===== config.mk =====
export PLATFORM = sky130hd
export DESIGN_NAME = ewh_div
export DESIGN_NICKNAME = d
export VERILOG_FILES = /design/src/rtl/core/ewh_pkg.sv /design/src/rtl/core/ewh_div.sv
export SDC_FILE = /design/constraint.sdc
export NUM_CORES = 1
export LEC_CHECK = 0
export ABC_AREA = 1
export BUFFER_PORTS_ARGS = -buffer_cell sky130_fd_sc_hd__clkbuf_2
export CAP_MARGIN = 40
export CORE_MARGIN = 2
export CORE_UTILIZATION = 60
export DETAILED_ROUTE_END_ITERATION = 8
export MAX_ROUTING_LAYER = met4
export PLACE_DENSITY = 0.8
export SYNTH_ARGS = -nofsm -noshare
export SYNTH_HDL_FRONTEND = slang
export SYNTH_SLANG_ARGS = --single-unit
export TNS_END_PERCENT = 20

===== constraint.sdc =====
create_clock -name clk -period 7.2 [get_ports clk]
set_clock_uncertainty 0.05 [all_clocks]
set_input_delay 0.72 -clock clk [delete_from_list [all_inputs] [get_ports clk]]
set_output_delay 0.72 -clock clk [all_outputs]
set_load 0.01 [all_outputs]

===== src/rtl/core/ewh_pkg.sv =====
package ewh_pkg;

    localparam int DEF_MAX_BINS   = 1024;
    localparam int DEF_COUNT_BITS = 32;

    localparam int SAMPLE_W   = 32;
    localparam int INDEX_W    = 10;
    localparam int VALUE_W    = 32;
    localparam int REG_W      = 32;
    localparam int WIDTH_W    = 31;
    localparam int CCOUNT_W   = 11;
    localparam int CFG_IDX_W  = 2;

    localparam int S_FIELDS_W = SAMPLE_W + INDEX_W;
    localparam int S_TDATA_W  = 48;
    localparam int M_FIELDS_W = INDEX_W + 3 * VALUE_W;
    localparam int M_TDATA_W  = 112;

    localparam logic [REG_W-1:0]    RANGE_LOW_RST  = 32'd0;
    localparam logic [REG_W-1:0]    RANGE_HIGH_RST = 32'd3276800;
    localparam logic [WIDTH_W-1:0]  CELL_WIDTH_RST = 31'd65536;
    localparam logic [CCOUNT_W-1:0] CELL_COUNT_RST = 11'd50;

    localparam logic OP_COLLECT = 1'b0;
    localparam logic OP_READ    = 1'b1;

    typedef enum logic [CFG_IDX_W-1:0] {
        CFG_RANGE_LOW  = 2'd0,
        CFG_RANGE_HIGH = 2'd1,
        CFG_CELL_WIDTH = 2'd2,
        CFG_CELL_COUNT = 2'd3
    } cfg_index_t;

    typedef enum logic [1:0] {
        REGION_IN       = 2'd0,
        REGION_UNDER    = 2'd1,
        REGION_OVER     = 2'd2,
        REGION_BAD_READ = 2'd3
    } region_t;

    typedef struct packed {
        logic rd;
        logic wr;
    } mem_cmd_t;

endpackage


===== src/rtl/core/ewh_div.sv =====
module ewh_div
    import ewh_pkg::*;
#(
    parameter int QB = 10
)
(
    input  logic                clk,
    input  logic                rst_n,
    input  logic                start,
    input  logic [SAMPLE_W-1:0] dividend,
    input  logic [WIDTH_W-1:0]  divisor,
    output logic                done,
    output logic [QB-1:0]       quotient
);

    localparam int DW = SAMPLE_W + QB;
    localparam int CW = $clog2(QB + 1);

    logic          run_reg,  run_next;
    logic          done_reg, done_next;
    logic [CW-1:0] cnt_reg,  cnt_next;
    logic [DW-1:0] rem_reg,  rem_next;
    logic [DW-1:0] den_reg,  den_next;
    logic [QB-1:0] quo_reg,  quo_next;
    logic          fits;

    assign fits = (rem_reg >= den_reg);

    always_comb
    begin
        run_next  = run_reg;
        done_next = 1'b0;
        cnt_next  = cnt_reg;
        rem_next  = rem_reg;
        den_next  = den_reg;
        quo_next  = quo_reg;
        if (start)
        begin
            run_next = 1'b1;
            cnt_next = CW'(QB);
            rem_next = DW'(dividend);
            den_next = DW'(divisor) << (QB - 1);
            quo_next = '0;
        end
        else if (run_reg)
        begin
            rem_next = fits ? (rem_reg - den_reg) : rem_reg;
            quo_next = (quo_reg << 1) | QB'(fits);
            den_next = den_reg >> 1;
            cnt_next = cnt_reg - CW'(1);
            if (cnt_reg == CW'(1))
            begin
                run_next  = 1'b0;
                done_next = 1'b1;
            end
        end
    end

    always_ff @(posedge clk or negedge rst_n)
    begin
        if (!rst_n)
        begin
            run_reg  <= 1'b0;
            done_reg <= 1'b0;
            cnt_reg  <= '0;
        end
        else
        begin
            run_reg  <= run_next;
            done_reg <= done_next;
            cnt_reg  <= cnt_next;
        end
    end

    always_ff @(posedge clk)
    begin
        rem_reg <= rem_next;
        den_reg <= den_next;
        quo_reg <= quo_next;
    end

    assign done     = done_reg;
    assign quotient = quo_reg;

endmodule


After elaboration in Yosys (flattened, before gate mapping). Cells that the tools add are included.

Add/sub/neg operators: 2. Magnitude comparators: 1. Equality and inequality tests: 1. Multiplexer cells: 13. Bitwise gates (word level): 1. Reduce and logical (&&, ||, !) cells: 4.

Operator list (number): two-way mux 32 bit (3); two-way mux 40 bit (2); greater-or-equal comparator 42 x 40 -> 1 bit (1); subtractor 42 x 40 -> 42 bit (1); OR 10 x 1 -> 10 bit (1); two-way mux 4 bit (2); two-way mux 1 bit (6); equality test 4 x 1 -> 1 bit (second input constant) (1); AND reduction 2 bit (2); nonzero test 2 bit (2); subtractor 4 x 1 -> 4 bit (second input constant) (1).

Register bits: 98. Bits of input ports: 66. Output and inout bits: 11. Logic and storage cells: 30.

Longest topological paths before layout. Gate-level depths: netlist of the first run.

Word-level depth: 4. Mapped depth: 16. Depth with buffers taken out: 16.

Worst setup path before layout of the first run. OpenSTA, ideal clock, no wires.

Path kind: input-to-reg. Start point: in start. End point: reg den_reg[10] (enable). Library setup time: 0.408 ns. Data arrival time: 2.248 ns. Required time: 6.742 ns. Setup slack: 4.494 ns. Stages on the path: 4. Buffers on the path: 2. Cell sequence: clkbuf_1 nor2_1 clkinv_1 clkbuf_1.

Cells in the longest elaborated chain, start to end: 1.

RTL lines: start: declaration (line ewh_div.sv:9) `input logic start,`; nonzero test 2 bit (no source line); end signal: assignment (line ewh_div.sv:78) `den_reg <= den_next;`; end: declaration (line ewh_div.sv:23) `logic [DW-1:0] den_reg, den_next;`.

Every way passes these cells. A chain may end at the register's enable or synchronous reset.

Worst setup path after layout of the first run.
Start point: reg den_reg[8]. End point: reg rem_reg[26] (enable).

Cells in the longest elaborated chain, start to end: 3.

RTL lines: greater-or-equal comparator 42 x 40 -> 1 bit (line ewh_div.sv:27) `assign fits = (rem_reg >= den_reg);`; nonzero test 2 bit (no source line); AND reduction 2 bit (no source line); end signal: assignment (line ewh_div.sv:77) `rem_reg <= rem_next;`; end: declaration (line ewh_div.sv:22) `logic [DW-1:0] rem_reg, rem_next;`.

Every way passes these cells.

==> results of run 1 <==
-- worst paths after layout --
check	start	end	slack [ns]
setup / recovery	den_reg[8]$_SDFFE_PP0P_	rem_reg[26]$_DFFE_PP_	4.44
hold / removal	rst_n	done$_DFF_PN0_	0.13
setup reg to reg	den_reg[8]$_SDFFE_PP0P_	rem_reg[26]$_DFFE_PP_	4.44
hold reg to reg	den_reg[0]$_SDFFE_PP0P_	den_reg[0]$_SDFFE_PP0P_	0.42
max in group asynchronous	rst_n	run_reg$_DFF_PN0_	6.82
min in group clk	den_reg[0]$_SDFFE_PP0P_	den_reg[0]$_SDFFE_PP0P_	0.42
-- power groups by stage --
stage | clock network (W) | registers, W | logic (W)
floorplan | 0 | 0.000849 | 0.00148
finish | 0.000438 | 0.000850 | 0.00195
global route | 0.000468 | 0.000863 | 0.00218
global placement | 0 | 0.000853 | 0.00187
CTS | 0.000445 | 0.000849 | 0.00192
detailed placement | 0 | 0.000861 | 0.00190
-- cell type report --
type	instances	area, um2
clock inverters	5	30.0
repair buffers	80	410
fillers	1022	3600
multi-input cells	733	3770
well taps	143	179
clock buffers	11	236
flip-flops and latches	98	2620
inverters	176	661
-- logic make-up after synthesis --
logic type	count (synthesis)	synth area share
buf+inv	196	0.105
fa+ha+maj	43	0.0763
xor+xnor	18	0.0221
flops	98	0.367
compound gates	145	0.112
simple gates	527	0.317
-- metal layers --
layer | vias to the layer above | global-route usage | routed length [um]
met2 | 206 | 0.428 | 7490
met5 | - | - | 0
met4 | 0 | 0.0870 | 286
li1 | 3410 | - | -
met3 | 21 | 0.0348 | 1030
met1 | 2952 | 0.387 | 8210
-- cell usage after synthesis (2+ instances only) --
| library cell | number | area share |
|---|---|---|
| sky130_fd_sc_hd__nand2_1 | 328 | 0.17 |
| sky130_fd_sc_hd__inv_1 | 163 | 0.086 |
| sky130_fd_sc_hd__nor2_1 | 91 | 0.048 |
| sky130_fd_sc_hd__edfxtp_1 | 63 | 0.26 |
| sky130_fd_sc_hd__o21ai_0 | 62 | 0.043 |
| sky130_fd_sc_hd__ha_1 | 42 | 0.074 |
| sky130_fd_sc_hd__a21oi_1 | 41 | 0.029 |
| sky130_fd_sc_hd__nand3_1 | 41 | 0.029 |
| sky130_fd_sc_hd__dfxtp_1 | 29 | 0.081 |
| sky130_fd_sc_hd__o22ai_1 | 17 | 0.015 |
| sky130_fd_sc_hd__nor2_2 | 16 | 0.014 |
| sky130_fd_sc_hd__clkbuf_1 | 15 | 0.0079 |
| sky130_fd_sc_hd__nand2_2 | 14 | 0.012 |
| sky130_fd_sc_hd__xnor2_1 | 12 | 0.015 |
| sky130_fd_sc_hd__inv_2 | 10 | 0.0053 |
| sky130_fd_sc_hd__a22oi_1 | 8 | 0.0084 |
| sky130_fd_sc_hd__dfrtp_1 | 6 | 0.021 |
| sky130_fd_sc_hd__nor3_1 | 6 | 0.0042 |
| sky130_fd_sc_hd__or2_2 | 6 | 0.0053 |
| sky130_fd_sc_hd__xor2_1 | 6 | 0.0074 |
| sky130_fd_sc_hd__nand4_1 | 5 | 0.0044 |
| sky130_fd_sc_hd__nor2_4 | 5 | 0.0079 |
| sky130_fd_sc_hd__o21bai_1 | 5 | 0.0053 |
| sky130_fd_sc_hd__nand3_2 | 4 | 0.0056 |
| sky130_fd_sc_hd__a21o_1 | 3 | 0.0032 |
| sky130_fd_sc_hd__buf_2 | 3 | 0.0021 |
| sky130_fd_sc_hd__clkinv_1 | 3 | 0.0016 |
| sky130_fd_sc_hd__nor4_1 | 3 | 0.0026 |
| sky130_fd_sc_hd__o21ai_1 | 3 | 0.0021 |
| sky130_fd_sc_hd__a21boi_0 | 2 | 0.0021 |
| sky130_fd_sc_hd__a21oi_2 | 2 | 0.0025 |
| sky130_fd_sc_hd__a31oi_1 | 2 | 0.0018 |
-- through the flow --
stage | area, um2 | std cells | util | worst slack (ns)
floorplan | 7150 | 1027 | - | 4.49
global placement | 7650 | 1230 | 0.664 | 4.24
detailed placement | 7650 | 1230 | 0.664 | 4.14
CTS | 7910 | 1246 | 0.687 | 4.46
global route | 7910 | 1246 | 0.687 | 4.29
finish | 7910 | 1246 | 0.687 | 4.44
==> metrics.md, run 1 <==
| Metric | Value |
|---|---|
| Status | `finished with violations` |
| Violations in the final reports | `DRC` |
| Required time worst endpoint | `7.14 ns` |
| Commonest cells after routing, fill and taps aside | `sky130_fd_sc_hd__nand2_1 (328), sky130_fd_sc_hd__inv_1 (163), sky130_fd_sc_hd__nor2_1 (91), sky130_fd_sc_hd__clkbuf_2 (75), sky130_fd_sc_hd__edfxtp_1 (63)` |
| Count of hold buffers inserted by post-cts repair | `0` |
| Worst Hold Slack | `0.132 ns` |
| Die area | `12800 um2` |
| Leakage power | `3.99 nW` |
| Min-Delay Path Class | `in2async` |
| 1st-iter DRT viols | `495` |
| Count of pins on the block boundary | `77` |
| Slowest cell on the critical path | `sky130_fd_sc_hd__buf_4` |
| Depth of the critical timing path with buffers and inverters included | `13` |
| Maximum clock rate | `0.363 GHz` |
| Final max-slew violation count | `0` |
| Clock Power Share | `0.135` |
| FF-to-FF path depth | `13` |
| Per-cell via count in the routed design | `5.29` |
| Period utilisation layout | `0.383` |
| Fraction of final layout cells with drive strength greater than 1 | `0.142` |
| Post-CTS clock slew at the launch and capture registers of the worst setup and hold paths | `0.06 ns` |
| Cells along the critical path | `inv_1 > ha_1 > nand2_2 > nor2_4 > nand3_1 > nand3_2 > nand2_2 > nand3_4 > nand2_4 > nand2_8 > nand2_2 > nand2_1 > buf_4` |
| Area of the mapped netlist | `7150 um2` |
| Register share of total power | `0.263` |
| Final global-route overflow total | `0` |
| Seq/Total Area, Yosys | `0.367` |
| Largest stage delay, worst path | `0.42 ns` |
| Vertical extent of the die | `113 um` |
| Overall routed net length | `17000 um` |
| Synthesis warning total | `0` |
| Flip-flop count of the largest register after layout | `42` |
| Die X-Extent | `113 um` |
| Net Sw Frac | `0.475` |
| First-pass GRT wire length | `27800 um` |
| Slew of the pin with the lowest slew margin | `0.871 ns` |
| Port-buffer cells | `76` |
| TritonCTS Sinks | `98` |
| Total CTS buffers | `9` |
| Maximum number of pins on one net before global-route repair | `88` |
| Maximum clock path buffer count | `2` |
| PnR Total Power | `0.00323 W` |
| Antenna violations before repair | `0` |
| TritonCTS clock tree | `yes` |
| Worst rel slew slack | `0.420` |
| Critical Path Start Type | `register` |
| Crit end category | `register` |
| Power share of the combinational group | `0.602` |
| Net switching power of the design | `0.00154 W` |
| Fraction of registers with async set/reset | `0.0612` |
| Syn Nets | `1136` |
| First-pass DRT Iterations | `7` |
| Clock root cell | `sky130_fd_sc_hd__clkbuf_16` |
| Highest fanout seen on the critical path | `32` |
| Most common cell after layout, fill and taps aside | `sky130_fd_sc_hd__nand2_1` |
| CTS H-tree lvls | `3` |
| Layout overhead on the synthesized area | `10.7%` |
| Power per standard cell area | `409 nW/um2` |
| Cell with the most instances on the worst path | `sky130_fd_sc_hd__nand2_2` |
| Buffers inserted during post-CTS setup optimization | `0` |
| Setup repair after global routing missed its margin | `no` |
| Kind of critical path | `reg2reg` |
| FP Rows | `39` |
| Max IR drop VDD | `0.243 mV` |
| Number of global-route vias before repair | `6021` |
| Arr. time, crit path | `2.70 ns` |
| Core outline area | `11500 um2` |
| Clock insertion delay at the later pin of the skew report | `0.35 ns` |
| Top delay family on crit path | `simple AND/OR/NAND/NOR gates` |
| Design internal power | `0.00170 W` |
| Vias after detailed routing | `6589` |
| Final hold violation count | `0` |
| Number of nets in the layout | `1207` |
| Routed length per placed instance | `13.7 um` |
| Average instance area after synthesis | `6.96 um2` |
| Distinct cell type count after synthesis | `43` |
| Count of max-cap constraint violations | `0` |
| Ant. Diodes | `0` |
| Final setup violation count | `0` |
| Number of design rule violations left after detail routing | `6` |
| Synth Flop Type | `sky130_fd_sc_hd__edfxtp_1` |
| Number of nets still failing antenna checks after routing | `0` |
| Period minus WS final | `2.76 ns` |
| Half-perimeter wire length after detailed placement | `12900 um` |
| Synthesized instance count | `1027` |
| Count of flip-flops with a built-in enable after synthesis | `63` |
| Buf/Inv on CP | `2` |
| Resize count post-CTS | `0` |
| Initial Util | `0.621` |
| GRT Overall Usage | `0.278` |
| Number of synthesized register bits | `98` |
| Final Wtd Congestion | `0.957` |
| Total Neg Setup Slack | `0 ns` |
(Power assumes the default switching activity.)
==> inputs of run 2 (changes only) <==
--- a/config.mk
+++ b/config.mk
@@ -9,10 +9,10 @@
 export BUFFER_PORTS_ARGS = -buffer_cell sky130_fd_sc_hd__clkbuf_2
 export CAP_MARGIN = 40
 export CORE_MARGIN = 2
-export CORE_UTILIZATION = 60
+export CORE_UTILIZATION = 54
 export DETAILED_ROUTE_END_ITERATION = 8
 export MAX_ROUTING_LAYER = met4
-export PLACE_DENSITY = 0.8
+export PLACE_DENSITY = 0.76
 export SYNTH_ARGS = -nofsm -noshare
 export SYNTH_HDL_FRONTEND = slang
 export SYNTH_SLANG_ARGS = --single-unit
==> constraint.sdc (replaced) <==
create_clock -name clk -period 2.5 [get_ports clk]
set_clock_uncertainty 0.05 [all_clocks]
set_input_delay 0.25 -clock clk [delete_from_list [all_inputs] [get_ports clk]]
set_output_delay 0.25 -clock clk [all_outputs]
set_load 0.01 [all_outputs]
==> metrics.md, run 2 (synthesis results as in run 1) <==
| Metric | Value |
|---|---|
| Overall routed net length | `17600 um` |
| Initial Util | `0.546` |
| Ant. Diodes | `0` |
| Clock root cell | `sky130_fd_sc_hd__clkbuf_16` |
| Commonest cells after routing, fill and taps aside | `sky130_fd_sc_hd__nand2_1 (327), sky130_fd_sc_hd__inv_1 (163), sky130_fd_sc_hd__nor2_1 (91), sky130_fd_sc_hd__clkbuf_2 (75), sky130_fd_sc_hd__edfxtp_1 (63)` |
| Cells along the critical path | `inv_1 > ha_1 > inv_1 > fa_2 > nand2_1 > nand3_2 > nand2_1 > nand2_1 > nand2_1 > nand3_1 > or2_1 > nand3_1 > nand2_1` |
| PnR Total Power | `0.00963 W` |
| GRT Overall Usage | `0.263` |
| First-pass GRT wire length | `29000 um` |
| TritonCTS Sinks | `98` |
| Worst rel slew slack | `0.671` |
| Number of cells in the finished layout apart from fillers | `1296` |
| Number of nets in the layout | `1224` |
| Startpoint of the most critical hold path | `divisor[30]` |
| FF-to-FF path depth | `13` |
| Number of global-route vias before repair | `5986` |
| Per-cell via count in the routed design | `5.04` |
| Maximum clock path buffer count | `2` |
| CTS H-tree lvls | `3` |
| Total Neg Setup Slack | `0 ns` |
| Number of nets still failing antenna checks after routing | `0` |
| Max IR drop VDD | `0.517 mV` |
| Die X-Extent | `119 um` |
| Most common cell after layout, fill and taps aside | `sky130_fd_sc_hd__nand2_1` |
| Half-perimeter wire length after detailed placement | `13800 um` |
| Fraction of final layout cells with drive strength greater than 1 | `0.159` |
| Slew of the pin with the lowest slew margin | `0.494 ns` |
| Filler Cell Count | `1224` |
| Final max-slew violation count | `0` |
| Die area | `14200 um2` |
| Antenna violations before repair | `0` |
| GRT Max-Usage Layer | `met2` |
| Period utilisation layout | `0.943` |
| Flip-flop count of the largest register after layout | `42` |
| Final setup violation count | `0` |
| Kind of critical path | `reg2reg` |
| Final global-route overflow total | `0` |
| Vertical extent of the die | `119 um` |
| Final Wtd Congestion | `1.01` |
| Cell with the most instances on the worst path | `sky130_fd_sc_hd__nand2_1` |
| Routing usage on met3 | `0.0278` |
| Placed cell count | `1279` |
| Post-CTS clock slew at the launch and capture registers of the worst setup and hold paths | `0.07 ns` |
| Power per standard cell area | `1180 nW/um2` |
| Count of pins on the block boundary | `77` |
| Final hold violation count | `0` |
| Number of design rule violations left after detail routing | `0` |
| Core outline area | `13100 um2` |
| Port-buffer cells | `76` |
| 1st-iter DRT viols | `552` |
| Worst hold endpoint | `den_reg[39]$_DFFE_PP_` |
| Vias after detailed routing | `6528` |
| Period minus WS final | `2.36 ns` |
| Clock insertion delay at the later pin of the skew report | `0.36 ns` |
| Top delay family on crit path | `simple AND/OR/NAND/NOR gates` |
| TritonCTS clock tree | `yes` |
| Internal reg-to-reg setup slack | `0.14 ns` |
| Maximum number of pins on one net before global-route repair | `49` |
| Critical Path Start Type | `register` |
| Maximum clock rate | `0.424 GHz` |
| Required time worst endpoint | `2.57 ns` |
| Terminus of the critical flop-to-flop path | `rem_reg[24]$_DFFE_PP_` |
| Slowest cell on the critical path | `sky130_fd_sc_hd__fa_2` |
| Arr. time, crit path | `2.43 ns` |
| Buf/Inv on CP | `2` |
| Routed length per placed instance | `13.6 um` |
| R2R Path Start | `rem_reg[0]$_DFFE_PP_` |
| Highest fanout seen on the critical path | `5` |
| FP Rows | `42` |
| Crit end category | `register` |
| Hold Path Stages | `3` |
| Layout overhead on the synthesized area | `13.8%` |
| First-pass DRT Iterations | `5` |
| Count of max-cap constraint violations | `0` |
| Leakage power | `4.09 nW` |
| Status | `completed` |
| Met1 track demand over resource in global routing | `0.374` |
| Largest stage delay, worst path | `0.38 ns` |
| Total CTS buffers | `9` |
| Grt met2 use | `0.396` |
| Setup repair after global routing missed its margin | `no` |
| Min-Delay Path Class | `in2reg` |
==> run 2: cell count changes in the layout (fill, tap and decap cells not counted), sizes merged <==
cell	change
buf	+16
clkbuf	-2
dlygate4sd3	+1
inv	+3
clkinv	-1
==> run 2: worst max path at each step <==
stage,from,endpoint,cells past startpoint
global route,rem_reg[0]$_DFFE_PP_,rem_reg[24]$_DFFE_PP_,13
detailed placement,rem_reg[0]$_DFFE_PP_,rem_reg[24]$_DFFE_PP_,13
finish,rem_reg[0]$_DFFE_PP_,rem_reg[24]$_DFFE_PP_,13
CTS,rem_reg[0]$_DFFE_PP_,rem_reg[24]$_DFFE_PP_,13
global placement,rem_reg[0]$_DFFE_PP_,rem_reg[24]$_DFFE_PP_,13
floorplan,rem_reg[0]$_DFFE_PP_,rem_reg[0]$_DFFE_PP_,12
==> run 2: stage by stage <==
stage | area [um2] | hold slack (ns) | util | setup slack, ns
after CTS | 8120 | 0.0935 | 0.621 | 0.0737
after detailed placement | 7840 | 0.0391 | 0.599 | 0.0857
final | 8140 | 0.0964 | 0.622 | 0.142
after global placement | 7840 | 0.0373 | 0.599 | 0.153
after floorplan | 7150 | -0.0956 | - | 0.137
after global routing | 8140 | 0.116 | 0.622 | 0.00918
==> run 2: cell type report <==
type / count / area, um2 / area share
Timing Repair Buffer: 97 / 566 / 0.0695
Multi-Input combinational cell: 733 / 3790 / 0.466
Sequential cell: 98 / 2620 / 0.322
Inverter: 176 / 661 / 0.0812
Tap cell: 176 / 220 / 0.0271
Clock buffer: 9 / 225 / 0.0277
Clock inverter: 7 / 51.3 / 0.00631
==> run 2: power breakdown <==
group	internal, W	total (W)	switching, W
clock	0.000683	0.00133	0.000643
sequential	0.00228	0.00245	0.000167
combinational	0.00211	0.00586	0.00375
total	0.00508	0.00963	0.00456
==> run 2: worst register-to-register path: stages (launching register included) <==
cell,delay [ns]
sky130_fd_sc_hd__edfxtp_1,0.36
sky130_fd_sc_hd__inv_1,0.06
sky130_fd_sc_hd__ha_1,0.14
sky130_fd_sc_hd__inv_1,0.07
sky130_fd_sc_hd__fa_2,0.38
sky130_fd_sc_hd__nand2_1,0.12
sky130_fd_sc_hd__nand3_2,0.11
sky130_fd_sc_hd__nand2_1,0.08
sky130_fd_sc_hd__nand2_1,0.13
sky130_fd_sc_hd__nand2_1,0.10
sky130_fd_sc_hd__nand3_1,0.17
sky130_fd_sc_hd__or2_1,0.26
sky130_fd_sc_hd__nand3_1,0.06
sky130_fd_sc_hd__nand2_1,0.05
==> run 2: routing by layer <==
layer,up-vias,wire length (um)
met5,-,0
met4,0,293
met3,21,818
met2,163,7580
met1,2907,8920
li1,3437,-
==> run 2: timing repair <==
item,4_1_cts,5_1_grt
endpoints found under the setup margin,0,15
hold buffers,1,0
gates resized for setup,0,4
setup buffers,0,0
hold endpoints to repair,6,0
==> inputs of run 3 (changes only) <==
--- a/config.mk
+++ b/config.mk
@@ -8,7 +8,6 @@
 export ABC_AREA = 1
 export BUFFER_PORTS_ARGS = -buffer_cell sky130_fd_sc_hd__clkbuf_2
 export CAP_MARGIN = 40
-export CORE_MARGIN = 2
 export CORE_UTILIZATION = 54
 export DETAILED_ROUTE_END_ITERATION = 8
 export MAX_ROUTING_LAYER = met4
==> metrics.md, run 3 (synthesis results as in run 1) <==
| Metric | Value |
|---|---|
| Status | `completed` |
| R2R Path Start | `rem_reg[14]$_DFFE_PP_` |
| Min-Delay Path Class | `in2reg` |
| Final global-route overflow total | `0` |
| Maximum clock rate | `0.430 GHz` |
| Worst rel slew slack | `0.597` |
| Internal reg-to-reg setup slack | `0.17 ns` |
| Maximum number of pins on one net before global-route repair | `49` |
| Setup repair after global routing missed its margin | `no` |
| Vias after detailed routing | `6549` |
| FF-to-FF path depth | `12` |
| Met1 track demand over resource in global routing | `0.372` |
| Core outline area | `12800 um2` |
| Total Neg Setup Slack | `0 ns` |
| Total CTS buffers | `9` |
| Critical Path Start Type | `register` |
| Power per standard cell area | `1200 nW/um2` |
| Per-cell via count in the routed design | `5.08` |
| Destination of the critical timing path | `rem_reg[6]$_DFFE_PP_` |
| Number of nets still failing antenna checks after routing | `0` |
| First-pass DRT Iterations | `5` |
| Initial Util | `0.560` |
| Leakage power | `4.10 nW` |
| Count of pins on the block boundary | `77` |
| Buffers inserted during post-CTS setup optimization | `0` |
| TritonCTS clock tree | `yes` |
| Port-buffer cells | `76` |
| Layout overhead on the synthesized area | `14.0%` |
| Count of max-cap constraint violations | `0` |
| Clock insertion delay at the later pin of the skew report | `0.36 ns` |
| Final Wtd Congestion | `0.936` |
| Kind of critical path | `reg2reg` |
| Clock root cell | `sky130_fd_sc_hd__clkbuf_16` |
| PnR Total Power | `0.00976 W` |
| Flip-flop count of the largest register after layout | `42` |
| Required time worst endpoint | `2.51 ns` |
| Number of nets in the layout | `1220` |
| Most common cell after layout, fill and taps aside | `sky130_fd_sc_hd__nand2_1` |
| GRT Max-Usage Layer | `met2` |
| Period minus WS final | `2.33 ns` |
| Final hold violation count | `0` |
| Number of global-route vias before repair | `6016` |
| Vertical extent of the die | `117 um` |
| Final setup violation count | `0` |
| Post-CTS clock slew at the launch and capture registers of the worst setup and hold paths | `0.07 ns` |
| Ant. Diodes | `0` |
| Slew of the pin with the lowest slew margin | `0.603 ns` |
| Max IR drop VDD | `0.486 mV` |
| First-pass GRT wire length | `28500 um` |
| CTS H-tree lvls | `3` |
| Startpoint of the worst setup timing path | `rem_reg[14]$_DFFE_PP_` |
| Routed length per placed instance | `13.7 um` |
| Antenna violations before repair | `0` |
| Fraction of final layout cells with drive strength greater than 1 | `0.158` |
| 1st-iter DRT viols | `511` |
| Crit end category | `register` |
| Final max-slew violation count | `0` |
| FP Rows | `41` |
| Die area | `13700 um2` |
| Terminus of the critical flop-to-flop path | `rem_reg[6]$_DFFE_PP_` |
| Maximum clock path buffer count | `2` |
| Overall routed net length | `17600 um` |
| Die X-Extent | `117 um` |
| Period utilisation layout | `0.930` |
| Filler Cell Count | `1179` |
| Grt met2 use | `0.435` |
| Routing usage on met3 | `0.0391` |
| Commonest cells after routing, fill and taps aside | `sky130_fd_sc_hd__nand2_1 (327), sky130_fd_sc_hd__inv_1 (163), sky130_fd_sc_hd__nor2_1 (90), sky130_fd_sc_hd__clkbuf_2 (75), sky130_fd_sc_hd__edfxtp_1 (63)` |
| GRT Overall Usage | `0.281` |
| TritonCTS Sinks | `98` |
| Arr. time, crit path | `2.34 ns` |
| Highest fanout seen on the critical path | `10` |
| Number of design rule violations left after detail routing | `0` |
| Half-perimeter wire length after detailed placement | `13400 um` |
[run 3: timing repair]
action	CTS	global route
endpoints found under the setup margin	0	9
resized for setup	0	7
hold endpoints to repair	6	0
hold buffers	1	0
[run 3: worst max-delay path, cell delays in order, from the launching register on]
cell and delay, ns:
sky130_fd_sc_hd__edfxtp_1 0.37, sky130_fd_sc_hd__ha_1 0.36, sky130_fd_sc_hd__nand2_1 0.17, sky130_fd_sc_hd__nor2_2 0.20, sky130_fd_sc_hd__nand2_1 0.10, sky130_fd_sc_hd__nor2_1 0.09, sky130_fd_sc_hd__nand2_1 0.08, sky130_fd_sc_hd__nor2_4 0.11
sky130_fd_sc_hd__nor2_4 0.06, sky130_fd_sc_hd__nand2_8 0.06, sky130_fd_sc_hd__nand2_2 0.05, sky130_fd_sc_hd__nand2_2 0.10, sky130_fd_sc_hd__buf_4 0.21
[run 3: metal layers]
| layer | routed length, um | vias up |
|---|---|---|
| li1 | - | 3421 |
| met1 | 8480 | 2905 |
| met2 | 7750 | 198 |
| met3 | 1050 | 25 |
| met4 | 365 | 0 |
| met5 | 0 | - |
[run 3: worst min path at each step]
| stage | startpoint | endpoint | slack (ns) | cells past startpoint |
|---|---|---|---|---|
| finish | divisor[30] | den_reg[39]$_DFFE_PP_ | 0.09 | 3 |
| global route | start | done$_DFF_PN0_ | 0.13 | 2 |
| CTS | divisor[30] | den_reg[39]$_DFFE_PP_ | 0.08 | 3 |
| detailed placement | rst_n | cnt_reg[3]$_DFFE_PN0P_ | 0.04 | 1 |
| global placement | rst_n | done$_DFF_PN0_ | 0.04 | 1 |
| floorplan | rst_n | cnt_reg[0]$_DFFE_PN0P_ | -0.1 | 0 |
[run 3: power by group]
group          leakage (nW)  internal, W  switching, W
Clock                 0.165     0.000883      0.000610
Sequential            0.980      0.00228      0.000159
Combinational          2.95      0.00207       0.00376
Total                  4.10      0.00524       0.00453
[run 3: per-stage QoR]
step | area [um2] | hold slack (ns) | cells | utilization | setup slack (ns)
final | 8150 | 0.0924 | 1288 | 0.638 | 0.174
after global routing | 8150 | 0.125 | 1288 | 0.638 | 0.00372
after CTS | 8130 | 0.0841 | 1288 | 0.636 | 0.0336
after detailed placement | 7790 | 0.0394 | 1271 | 0.610 | 0.0495
after global placement | 7790 | 0.0357 | 1271 | 0.610 | 0.112
after floorplan | 7150 | -0.0956 | 1027 | - | 0.137
[run 3: cell type report]
| type | instances | area [um2] | share of cell area |
|---|---|---|---|
| Inverter | 176 | 661 | 0.0811 |
| Clock inverter | 2 | 11.3 | 0.00138 |
| Timing Repair Buffer | 93 | 523 | 0.0642 |
| Tap cell | 172 | 215 | 0.0264 |
| Multi-Input combinational cell | 733 | 3800 | 0.466 |
| Sequential cell | 98 | 2620 | 0.322 |
| Clock buffer | 14 | 318 | 0.0390 |
